`src/hw/rtl/civ_pkg.sv`:
```
// Package with shared types, constants and helper functions of the civil id validator.
`timescale 1ns / 1ps

package civ_pkg;

    localparam int unsigned ID_LEN    = 10;
    localparam int unsigned COUNT_SAT = 11;
    localparam int unsigned REGION_N  = 29;
    localparam int unsigned SUM_LEN   = 9;

    localparam logic [9:0] REGION_BOUND [REGION_N] = '{
        10'd43,  10'd93,  10'd139, 10'd169, 10'd183, 10'd217, 10'd233, 10'd281,
        10'd301, 10'd319, 10'd341, 10'd377, 10'd395, 10'd435, 10'd501, 10'd527,
        10'd555, 10'd575, 10'd601, 10'd623, 10'd721, 10'd751, 10'd789, 10'd821,
        10'd843, 10'd871, 10'd903, 10'd925, 10'd999
    };

    typedef enum logic [2:0] {
        ST_OK       = 3'd0,
        ST_LENGTH   = 3'd1,
        ST_NONDIGIT = 3'd2,
        ST_CHECK    = 3'd3,
        ST_DATE     = 3'd4
    } civ_status_t;

    // Accumulated fields after the current character has been folded in
    typedef struct packed {
        logic [3:0] count;
        logic       nondigit;
        logic [3:0] sum;
        logic [6:0] year_code;
        logic [6:0] month_code;
        logic [6:0] day_code;
        logic [9:0] region_code;
        logic [3:0] digit;
    } civ_fields_t;

    typedef struct packed {
        civ_status_t status;
        logic [11:0] birth_year;
        logic [3:0]  birth_month;
        logic [4:0]  birth_day;
        logic [4:0]  region_index;
        logic [5:0]  born_before;
        logic        is_male;
    } civ_result_t;

    function automatic logic [3:0] weight_of(input logic [3:0] pos);
        logic [3:0] w;
        case (pos)
            4'd0:    w = 4'd2;
            4'd1:    w = 4'd4;
            4'd2:    w = 4'd8;
            4'd3:    w = 4'd5;
            4'd4:    w = 4'd10;
            4'd5:    w = 4'd9;
            4'd6:    w = 4'd7;
            4'd7:    w = 4'd3;
            4'd8:    w = 4'd6;
            default: w = 4'd0;
        endcase
        return w;
    endfunction

    // x mod 11 for x <= 100, quotient by reciprocal 187/2048
    function automatic logic [3:0] mod11(input logic [7:0] x);
        logic [15:0] prod;
        logic [3:0]  q;
        logic [7:0]  r;
        prod = 16'(x) * 16'd187;
        q    = 4'(prod >> 11);
        r    = x - 8'(q) * 8'd11;
        return 4'(r);
    endfunction

    function automatic logic [9:0] mul10_add(input logic [9:0] v, input logic [3:0] d);
        return (v << 3) + (v << 1) + 10'(d);
    endfunction

    function automatic logic [4:0] region_of(input logic [9:0] rc);
        logic [4:0] idx;
        idx = 5'(REGION_N - 1);
        for (int i = REGION_N - 1; i >= 0; i--)
        begin
            if (rc <= REGION_BOUND[i])
            begin
                idx = 5'(i);
            end
        end
        return idx;
    endfunction

    function automatic logic [9:0] region_lo(input logic [4:0] idx);
        logic [9:0] lo;
        if (idx == 5'd0)
        begin
            lo = 10'd0;
        end
        else
        begin
            lo = REGION_BOUND[idx - 5'd1] + 10'd1;
        end
        return lo;
    endfunction

endpackage

```
`src/hw/rtl/civ_accum.sv`:
```
// Per-character accumulator: count, non-digit flag, weighted sum mod 11 and digit fields.
`timescale 1ns / 1ps

module civ_accum (
    input  logic                clk,
    input  logic                rst_n,
    input  logic                fire,
    input  logic [7:0]          char_in,
    input  logic                last,
    output civ_pkg::civ_fields_t fields
);
    import civ_pkg::*;

    logic [3:0] count_reg,  count_next;
    logic       nondig_reg, nondig_next;
    logic [3:0] sum_reg,    sum_next;
    logic [6:0] year_reg,   year_next;
    logic [6:0] month_reg,  month_next;
    logic [6:0] day_reg,    day_next;
    logic [9:0] region_reg, region_next;

    logic       is_digit;
    logic [3:0] digit;
    logic [7:0] prod;

    always_comb
    begin
        is_digit    = (char_in >= 8'h30) && (char_in <= 8'h39);
        digit       = is_digit ? 4'(char_in - 8'h30) : 4'd0;
        prod        = 8'(digit) * 8'(weight_of(count_reg));
        nondig_next = nondig_reg | ~is_digit;
        sum_next    = sum_reg;
        year_next   = year_reg;
        month_next  = month_reg;
        day_next    = day_reg;
        region_next = region_reg;
        if (count_reg < 4'(SUM_LEN))
        begin
            sum_next = mod11(8'(sum_reg) + prod);
        end
        if (count_reg < 4'd2)
        begin
            year_next = 7'(mul10_add(10'(year_reg), digit));
        end
        else if (count_reg < 4'd4)
        begin
            month_next = 7'(mul10_add(10'(month_reg), digit));
        end
        else if (count_reg < 4'd6)
        begin
            day_next = 7'(mul10_add(10'(day_reg), digit));
        end
        else if (count_reg < 4'(SUM_LEN))
        begin
            region_next = mul10_add(region_reg, digit);
        end
        count_next = (count_reg < 4'(COUNT_SAT)) ? count_reg + 4'd1 : count_reg;

        fields.count       = count_next;
        fields.nondigit    = nondig_next;
        fields.sum         = sum_next;
        fields.year_code   = year_next;
        fields.month_code  = month_next;
        fields.day_code    = day_next;
        fields.region_code = region_next;
        fields.digit       = digit;
    end

    always_ff @(posedge clk or negedge rst_n)
    begin
        if (!rst_n)
        begin
            count_reg  <= '0;
            nondig_reg <= 1'b0;
            sum_reg    <= '0;
            year_reg   <= '0;
            month_reg  <= '0;
            day_reg    <= '0;
            region_reg <= '0;
        end
        else if (fire)
        begin
            if (last)
            begin
                count_reg  <= '0;
                nondig_reg <= 1'b0;
                sum_reg    <= '0;
                year_reg   <= '0;
                month_reg  <= '0;
                day_reg    <= '0;
                region_reg <= '0;
            end
            else
            begin
                count_reg  <= count_next;
                nondig_reg <= nondig_next;
                sum_reg    <= sum_next;
                year_reg   <= year_next;
                month_reg  <= month_next;
                day_reg    <= day_next;
                region_reg <= region_next;
            end
        end
    end

endmodule

```
`src/hw/rtl/civ_check.sv`:
```
// Final checks: length, digits, check digit, date decode and region lookup.
`timescale 1ns / 1ps

module civ_check (
    input  civ_pkg::civ_fields_t fields,
    output civ_pkg::civ_result_t result
);
    import civ_pkg::*;

    logic [3:0]  expect_chk;
    logic [6:0]  month_dec;
    logic        cent_2000;
    logic [11:0] year_dec;
    logic        leap;
    logic        date_ok;
    logic [4:0]  ridx;
    logic [9:0]  rlo;
    logic [9:0]  roff;

    always_comb
    begin
        expect_chk = (fields.sum == 4'd10) ? 4'd0 : fields.sum;
        cent_2000  = 1'b0;
        if (fields.month_code > 7'd40)
        begin
            month_dec = fields.month_code - 7'd40;
            year_dec  = 12'd2000 + 12'(fields.year_code);
            cent_2000 = 1'b1;
        end
        else if (fields.month_code > 7'd20)
        begin
            month_dec = fields.month_code - 7'd20;
            year_dec  = 12'd1800 + 12'(fields.year_code);
        end
        else
        begin
            month_dec = fields.month_code;
            year_dec  = 12'd1900 + 12'(fields.year_code);
        end
        // century bases are multiples of 4; only 2000 is a multiple of 400
        leap = (fields.year_code[1:0] == 2'd0) && ((fields.year_code != 7'd0) || cent_2000);

        case (month_dec)
            7'd1, 7'd3, 7'd5, 7'd7, 7'd8, 7'd10, 7'd12:
                date_ok = (fields.day_code <= 7'd31);
            7'd4, 7'd6, 7'd9, 7'd11:
                date_ok = (fields.day_code <= 7'd30);
            7'd2:
                date_ok = (fields.day_code <= (leap ? 7'd29 : 7'd28));
            default:
                date_ok = 1'b0;
        endcase
        date_ok = date_ok && (fields.day_code != 7'd0);

        ridx = region_of(fields.region_code);
        rlo  = region_lo(ridx);
        roff = fields.region_code - rlo;

        result = '0;
        if (fields.count != 4'(ID_LEN))
        begin
            result.status = ST_LENGTH;
        end
        else if (fields.nondigit)
        begin
            result.status = ST_NONDIGIT;
        end
        else if (fields.digit != expect_chk)
        begin
            result.status = ST_CHECK;
        end
        else if (!date_ok)
        begin
            result.status     = ST_DATE;
            result.birth_year = year_dec;
        end
        else
        begin
            result.status       = ST_OK;
            result.birth_year   = year_dec;
            result.birth_month  = 4'(month_dec);
            result.birth_day    = 5'(fields.day_code);
            result.region_index = ridx;
            result.born_before  = 6'(roff >> 1);
            result.is_male      = ~fields.region_code[0];
        end
    end

endmodule

```
`src/hw/rtl/civil_id_number_validator_top.sv`:
```
// Top level of the civil id number validator: input register, accumulator, checks, result register.
`timescale 1ns / 1ps

// Takes one ASCII character per transaction, last marking the end of a number,
// and returns one result transaction per number. A character can be taken every
// clock cycle unless a held-back last character stalls the input. Characters pass
// through the input register; a number's result is loaded into the result register
// as its last character leaves, and result_valid stays high until it is taken. A
// finished result waiting in the result register only holds back the next last
// character, so ordinary characters keep flowing.
// Status codes: 0 ok, 1 wrong length, 2 non-digit, 3 bad check digit, 4 bad date;
// year is given for ok and bad date, all other fields only for ok. Accumulated
// state clears after every last character.
module civil_id_number_validator_top (
    input  logic        clk,
    input  logic        rst_n,
    input  logic        char_valid,
    output logic        char_ready,
    input  logic [7:0]  char_in,
    input  logic        last,
    output logic        result_valid,
    input  logic        result_ready,
    output logic [2:0]  status,
    output logic [11:0] birth_year,
    output logic [3:0]  birth_month,
    output logic [4:0]  birth_day,
    output logic [4:0]  region_index,
    output logic [5:0]  born_before,
    output logic        is_male
);
    import civ_pkg::*;

    logic        s1_valid_reg, s1_valid_next;
    logic [7:0]  s1_char_reg;
    logic        s1_last_reg;
    logic        s1_fire;
    logic        out_valid_reg, out_valid_next;
    civ_result_t out_reg;

    civ_fields_t fields;
    civ_result_t result;

    assign s1_fire    = s1_valid_reg && (!s1_last_reg || !out_valid_reg || result_ready);
    assign char_ready = !s1_valid_reg || s1_fire;

    always_comb
    begin
        s1_valid_next = s1_valid_reg;
        if (char_valid && char_ready)
        begin
            s1_valid_next = 1'b1;
        end
        else if (s1_fire)
        begin
            s1_valid_next = 1'b0;
        end

        out_valid_next = out_valid_reg;
        if (s1_fire && s1_last_reg)
        begin
            out_valid_next = 1'b1;
        end
        else if (result_ready)
        begin
            out_valid_next = 1'b0;
        end
    end

    always_ff @(posedge clk or negedge rst_n)
    begin
        if (!rst_n)
        begin
            s1_valid_reg  <= 1'b0;
            out_valid_reg <= 1'b0;
        end
        else
        begin
            s1_valid_reg  <= s1_valid_next;
            out_valid_reg <= out_valid_next;
        end
    end

    always_ff @(posedge clk)
    begin
        if (char_valid && char_ready)
        begin
            s1_char_reg <= char_in;
            s1_last_reg <= last;
        end
        if (s1_fire && s1_last_reg)
        begin
            out_reg <= result;
        end
    end

    civ_accum u_accum (
        .clk     (clk),
        .rst_n   (rst_n),
        .fire    (s1_fire),
        .char_in (s1_char_reg),
        .last    (s1_last_reg),
        .fields  (fields)
    );

    civ_check u_check (
        .fields (fields),
        .result (result)
    );

    assign result_valid = out_valid_reg;
    assign status       = out_reg.status;
    assign birth_year   = out_reg.birth_year;
    assign birth_month  = out_reg.birth_month;
    assign birth_day    = out_reg.birth_day;
    assign region_index = out_reg.region_index;
    assign born_before  = out_reg.born_before;
    assign is_male      = out_reg.is_male;

`ifndef ASSERT_OFF
    a_ok_has_date: assert property (@(posedge clk) disable iff (!rst_n)
        (out_valid_reg && out_reg.status == ST_OK) |-> (out_reg.birth_month != 4'd0
            && out_reg.birth_day != 5'd0 && out_reg.region_index <= 5'd28))
        else $error("ok result without a valid date or region");

    a_year_zero: assert property (@(posedge clk) disable iff (!rst_n)
        (out_valid_reg && out_reg.status != ST_OK && out_reg.status != ST_DATE)
            |-> (out_reg.birth_year == 12'd0))
        else $error("year reported for a number that failed before date decode");

    a_result_loaded: assert property (@(posedge clk) disable iff (!rst_n)
        (s1_fire && s1_last_reg) |=> out_valid_reg)
        else $error("last character consumed without a result");

    a_no_overwrite: assert property (@(posedge clk) disable iff (!rst_n)
        (s1_fire && s1_last_reg) |-> (!out_valid_reg || result_ready))
        else $error("pending result overwritten");
`endif

endmodule

```
`config.mk`:
```
export PLATFORM = sky130hd
export DESIGN_NAME = civil_id_number_validator_top
export DESIGN_NICKNAME = d
export VERILOG_FILES = /design/src/hw/rtl/civ_pkg.sv /design/src/hw/rtl/civ_accum.sv /design/src/hw/rtl/civ_check.sv /design/src/hw/rtl/civil_id_number_validator_top.sv
export SDC_FILE = /design/constraint.sdc
export NUM_CORES = 1
export LEC_CHECK = 0
export ABC_CLOCK_PERIOD_IN_PS = 13110
export BUFFER_PORTS_ARGS = -buffer_cell sky130_fd_sc_hd__buf_4
export CAP_MARGIN = 15
export CORE_ASPECT_RATIO = 0.9
export CORE_MARGIN = 4
export CORE_UTILIZATION = 40
export CTS_CLUSTER_SIZE = 10
export DETAILED_ROUTE_END_ITERATION = 8
export GPL_ROUTABILITY_DRIVEN = 0
export SYNTH_ARGS = -nofsm -noshare
export SYNTH_HDL_FRONTEND = slang
export SYNTH_HIERARCHICAL = 1
export SYNTH_SLANG_ARGS = --single-unit
```
`constraint.sdc`:
```
create_clock -name clk -period 13.11 [get_ports clk]
set_input_delay 2.622 -clock clk [delete_from_list [all_inputs] [get_ports clk]]
set_output_delay 2.622 -clock clk [all_outputs]
set_load 0.005 [all_outputs]
```
### Yosys cells after proc, flatten, opt, wreduce, memory -nomap -nowiden

Memories as Yosys holds them, arrays and structs flattened.
Index checks and enable logic that the tools add are counted.

* flip-flop bits (word level): 87
* ROM bits: 384
* word-level logic and storage cells: 194
* memories: 2

* add/sub/neg operators: 20
* $mul: 3
* order comparisons: 41
* equality and inequality tests: 15
* mux-type cells: 66
* bitwise gates (word level): 5
* reductions and logical operators: 23

Memories
* (no name shown): words 32, bits a word 10, read ports 1, clocked after Yosys merged registers in 0, write ports 0, RTL line civ_pkg.sv:101 `lo = REGION_BOUND[idx - 5'd1] + 10'd1;`
* (no name shown): words 16, bits a word 4, read ports 1, clocked after Yosys merged registers in 0, write ports 0, RTL line civ_pkg.sv:50 `case (pos)`

Operator list (number)
* $le 10x10->1 const B: 13
* $mux 7: 14
* $le 10x9->1 const B: 8
* $mux 5: 16
* $mux 4: 14
* $le 10x8->1 const B: 5
* $mux 10: 5
* $add 11x7->12 const A: 3
* $eq 7x4->1 const B: 5
* $eq 7x3->1 const B: 4
* $mux 12: 2
* $add 7x4->7: 3
* $add 7x7->7: 3
* $mul 8x8->15 const B: 1
* $mux 15: 1
* $eq 7x2->1 const B: 2
* $le 7x5->1 const B: 2
* $reduce_bool 7->1: 2
* $mux 3: 4
* $add 10x10->10: 1
* $add 10x4->10: 1
* $le 10x6->1 const B: 1
* $le 10x7->1 const B: 1
* $add 4x8->8: 1
* other kinds (38): 61

### Longest topological paths before layout

* depth in word-level cells: 45
* gate-level depth with buffers: 53
* depth with buffers taken out: 52

### Modules after synthesis

The synthesis kept the hierarchy.

Modules (own cells, without submodules)
* civ_accum: times used 1, cells an instance 594, area each 5298.8 um2, seq. area each 1001.0 um2
* civ_check: times used 1, cells an instance 459, area each 3145.5 um2, seq. area each 0.0 um2
* civil_id_number_validator_top: times used 1, cells an instance 55, area each 1458.9 um2, seq. area each 1401.3 um2

### Worst setup path after synthesis

Ideal clock, no wire load.

* kind: reg2reg
* from: reg s1_char_reg[1]
* to: reg out_reg (netlist bit born_before[4]) (data pin)
* library setup time: 0.266 ns
* arrival time: 10.832 ns
* required time: 12.844 ns
* path slack: 2.011 ns
* cell stages (with the launch flop): 49
* period minus slack after synthesis: 11.099 ns
* cell sequence: edfxtp_1 > o21ai_0 > and4_1 > clkbuf_1 > nand2_1 > or2_2 > fa_1 > fa_1 > fa_1 > inv_1 > ha_1 > a21oi_1 > nor2b_1 > o21ai_0 > nand2_1 > xor2_1 > ha_1 > fa_1 > [13 not listed] > inv_1 > ha_1 > a21o_1 > a21oi_1 > xnor2_2 > xnor2_1 > xnor2_2 > xnor3_1 > mux2_2 > xor2_1 > o22ai_1 > o2111ai_1 > nor2_1 > nand2_1 > inv_1 > nand2_1 > clkbuf_1 > nor2_1

RTL lines
* from (decl): RTL line civil_id_number_validator_top.sv:34 `logic [7:0] s1_char_reg;`
* from (signal assigned): RTL line civil_id_number_validator_top.sv:87 `s1_char_reg <= char_in;`
* to (signal assigned): RTL line civil_id_number_validator_top.sv:92 `out_reg <= result;`
* to (decl): RTL line civil_id_number_validator_top.sv:38 `civ_result_t out_reg;`

==> flow_metrics.env <==
export IMPL_status="finished clean"
export IMPL_clkPwrFrac=0.172
export IMPL_ir_drop_uv=118
export IMPL_wl_met2_um=10700
export IMPL_synth_cell_type_count=98
export IMPL_setup_viol=0
export IMPL_worstSetupEndpointType="register"
export IMPL_sw_frac_of_total=0.449
export IMPL_p_int_w=0.000847
export IMPL_antenna_diode_count=0
export IMPL_r2r_setup_slack_ns=1.17
export IMPL_drt_total_wl_um=24000
export IMPL_period_share=0.911
export IMPL_finalNetCount=1309
export IMPL_routedWlPerCell_um=16.6
export IMPL_worst_setup_path_start_kind="register"
export IMPL_area_delta_synth_final_pct=9.50
export IMPL_final_hold_viol_count=0
export IMPL_overflow=0
export IMPL_startpoint="s1_char_reg[1]"
export IMPL_fp_dieArea_mm2=0.0273
export IMPL_hp_start="u_accum/day_reg[6]"
export IMPL_num_rows=54
export IMPL_ys_flop_type="edfxtp_1"
export IMPL_track_usage=0.175
export IMPL_layout_drive_gt1_share=0.125
export IMPL_hpwl_um=18100
export IMPL_regArea_mm2=0.00240
export IMPL_timing_critical_path_mode_cell="fa_1"
export IMPL_synth_most_common_cell="ha_1"
export IMPL_finish_utilization=0.446
export IMPL_initial_core_util=0.407
export IMPL_drv_slew=0
export IMPL_drcViolationCount=0
export IMPL_drtAntennaViolNets=0
export IMPL_clockBufferDepth=2
export IMPL_hold_path_class="reg2reg"
export IMPL_r2r_start="s1_char_reg[1]"
export IMPL_ys_top_cells_by_area="ha_1, edfxtp_1, dfrtp_1"
export IMPL_largest_reg_flops=12
export IMPL_numCtsBuffers=9
export IMPL_via_count=8041
export IMPL_firstDrtPassIters=6
export IMPL_syn_num_nets=1283
export IMPL_synth_edf_count=45
export IMPL_cts_tree="done"
export IMPL_crit_required_ns=13.29
export IMPL_power_frac_comb=0.619
export IMPL_grt_max_degree=43
export IMPL_port_buffers=50
export IMPL_grt_pass1_vias=7753
export IMPL_reg2reg_to="born_before[2]"
export IMPL_cts_root_buf="clkbuf_16"
export IMPL_die_w_um=174
export IMPL_p_leak_nw=5.08
export IMPL_postCtsHoldBufs=0
export IMPL_die_h_um=157
export IMPL_coreArea_mm2=0.0243
export IMPL_tightestPinTransition_ns=1.10
export IMPL_yosys_warnings=6
export IMPL_min_period_ns=11.94
export IMPL_powerDensity_mw_per_mm2=142
export IMPL_worst_r2r_cell_count=47
export IMPL_vias_per_cell=5.56
export IMPL_fmax_mhz=83.8
export IMPL_drt_met1_wl_um=12000
export IMPL_cts_sinks=87
export IMPL_drtIter0Drc=787
export IMPL_highest_layer="met4"
export IMPL_critPathKind="reg2reg"
export IMPL_synth_area_mm2=0.00990
export IMPL_crit_arrival_ns=12.12
export IMPL_htree_levels=3
export IMPL_seqPwrFrac=0.209
export IMPL_slowest_stage="fa_1"
export IMPL_fin_tns_setup_ns=0
export IMPL_post_cts_buffers=0
export IMPL_syn_inst=1108
export IMPL_net_switching_power_w=0.000690
export IMPL_syn_mean_instance_area_um2=8.94
export IMPL_synth_async_reset_ratio=0.483
export IMPL_yosysTopAreaCell="ha_1"
export IMPL_synthTopCellsByCount="ha_1, inv_1, nand2_1, nor2_1, o21ai_0"
export IMPL_grt_first_pass_wirelength_um=39700
export IMPL_clk_latency_ns=0.35
export IMPL_maxCapViolCount=0
export IMPL_cp_max_fo=14
export IMPL_io_pins=51
export IMPL_antenna_found_initial=0
export IMPL_ys_seq_area_frac=0.243
export IMPL_fin_worst_skew_ns=0.00700
export IMPL_endpoint="born_before[2]"
export IMPL_wl_met3_um=1170
export IMPL_slowest_delay_ns=0.55
export IMPL_rsz0062_at_grt="no"
export IMPL_fill_cells=2341
export IMPL_multi_input_area_mm2=0.00684
export IMPL_synth_top_cell_area_share=0.162
export IMPL_slew_headroom=0.266
export IMPL_post_cts_resized=0
export IMPL_ys_ff_latch=87
export IMPL_path_clk_slew_ns=0.07
## worst max-delay path, delay by kind of cell (launching register included)
| kind | cells | cell delay (ns) |
|---|---|---|
| AO/OA/AOI/OAI | 10 | 1.76 |
| multiplexers | 1 | 0.31 |
| adder cells (fa/ha/maj) | 12 | 5.05 |
| XOR/XNOR | 7 | 1.51 |
| buffers and inverters | 7 | 0.64 |
| flip-flops | 1 | 0.46 |
| AND/OR/NAND/NOR | 10 | 2.04 |
## placed cells by master, fill, tap and decap left out, drive strengths merged, types with 7 or more instances in the layout
master	count
xor2	15
nor2b	12
clkbuf	9
xnor2	47
nand3	15
mux2i	7
nand2	109
a21oi	58
nor3	30
a21o	18
a31oi	9
dfrtp	42
edfxtp	45
and3	21
o21ai	72
nand2b	17
mux2	10
a211oi	10
nor4	7
nor2	74
ha	128
and2	8
or3	10
buf	63
a22o	32
o211ai	15
inv	118
fa	34
## power by group through the flow
| stage | sequential [W] | clock (W) | combinational (W) |
|---|---|---|---|
| after CTS | 0.000321 | 0.000272 | 0.000952 |
| after global routing | 0.000324 | 0.000284 | 0.00107 |
| after detailed placement | 0.000327 | 0 | 0.000943 |
| after global placement | 0.000327 | 0 | 0.000939 |
| final | 0.000322 | 0.000264 | 0.000951 |
| after floorplan | 0.000322 | 0 | 0.000775 |
## layout make-up
cell class / count / area share
flip-flops and latches: 87 / 0.222
inverters: 118 / 0.0408
well taps: 308 / 0.0355
clock inverters: 7 / 0.00692
multi-input cells: 855 / 0.631
repair buffers: 63 / 0.0436
clock buffers: 9 / 0.0208
## routing by layer
metal	up-vias	GRT usage
met1	3806	0.258
li1	4003	-
met5	-	0
met4	0	0.0256
met3	21	0.0245
met2	211	0.281
## cells by family after synthesis
family,synth area share
fa+ha+maj,0.230
xor+xnor,0.0639
flops,0.243
compound gates,0.200
simple gates,0.168
mux,0.0238
buf+inv,0.0709
## how the worst min path moves through the flow
stage | endpoint | cells after the start
after global placement | u_accum/region_reg[9] | 2
after detailed placement | u_accum/month_reg[6] | 1
after global routing | u_accum/sum_reg[2] | 1
after floorplan | u_accum/region_reg[9] | 2
after CTS | u_accum/month_reg[6] | 1
final | u_accum/day_reg[6] | 1
## metrics by stage
step	worst slack, ns	std cells	power [W]	hold WS [ns]	area (µm²)
2_1_floorplan	2.01	1108	0.00110	0.463	9900
3_3_place_gp	1.09	1431	0.00127	0.475	10500
3_5_place_dp	0.592	1431	0.00127	0.493	10500
4_1_cts	0.615	1447	0.00155	0.513	10800
5_1_grt	0.0637	1447	0.00168	0.532	10800
6_report	1.17	1447	0.00154	0.517	10800
Note: power is estimated with default switching activity, not from simulation.
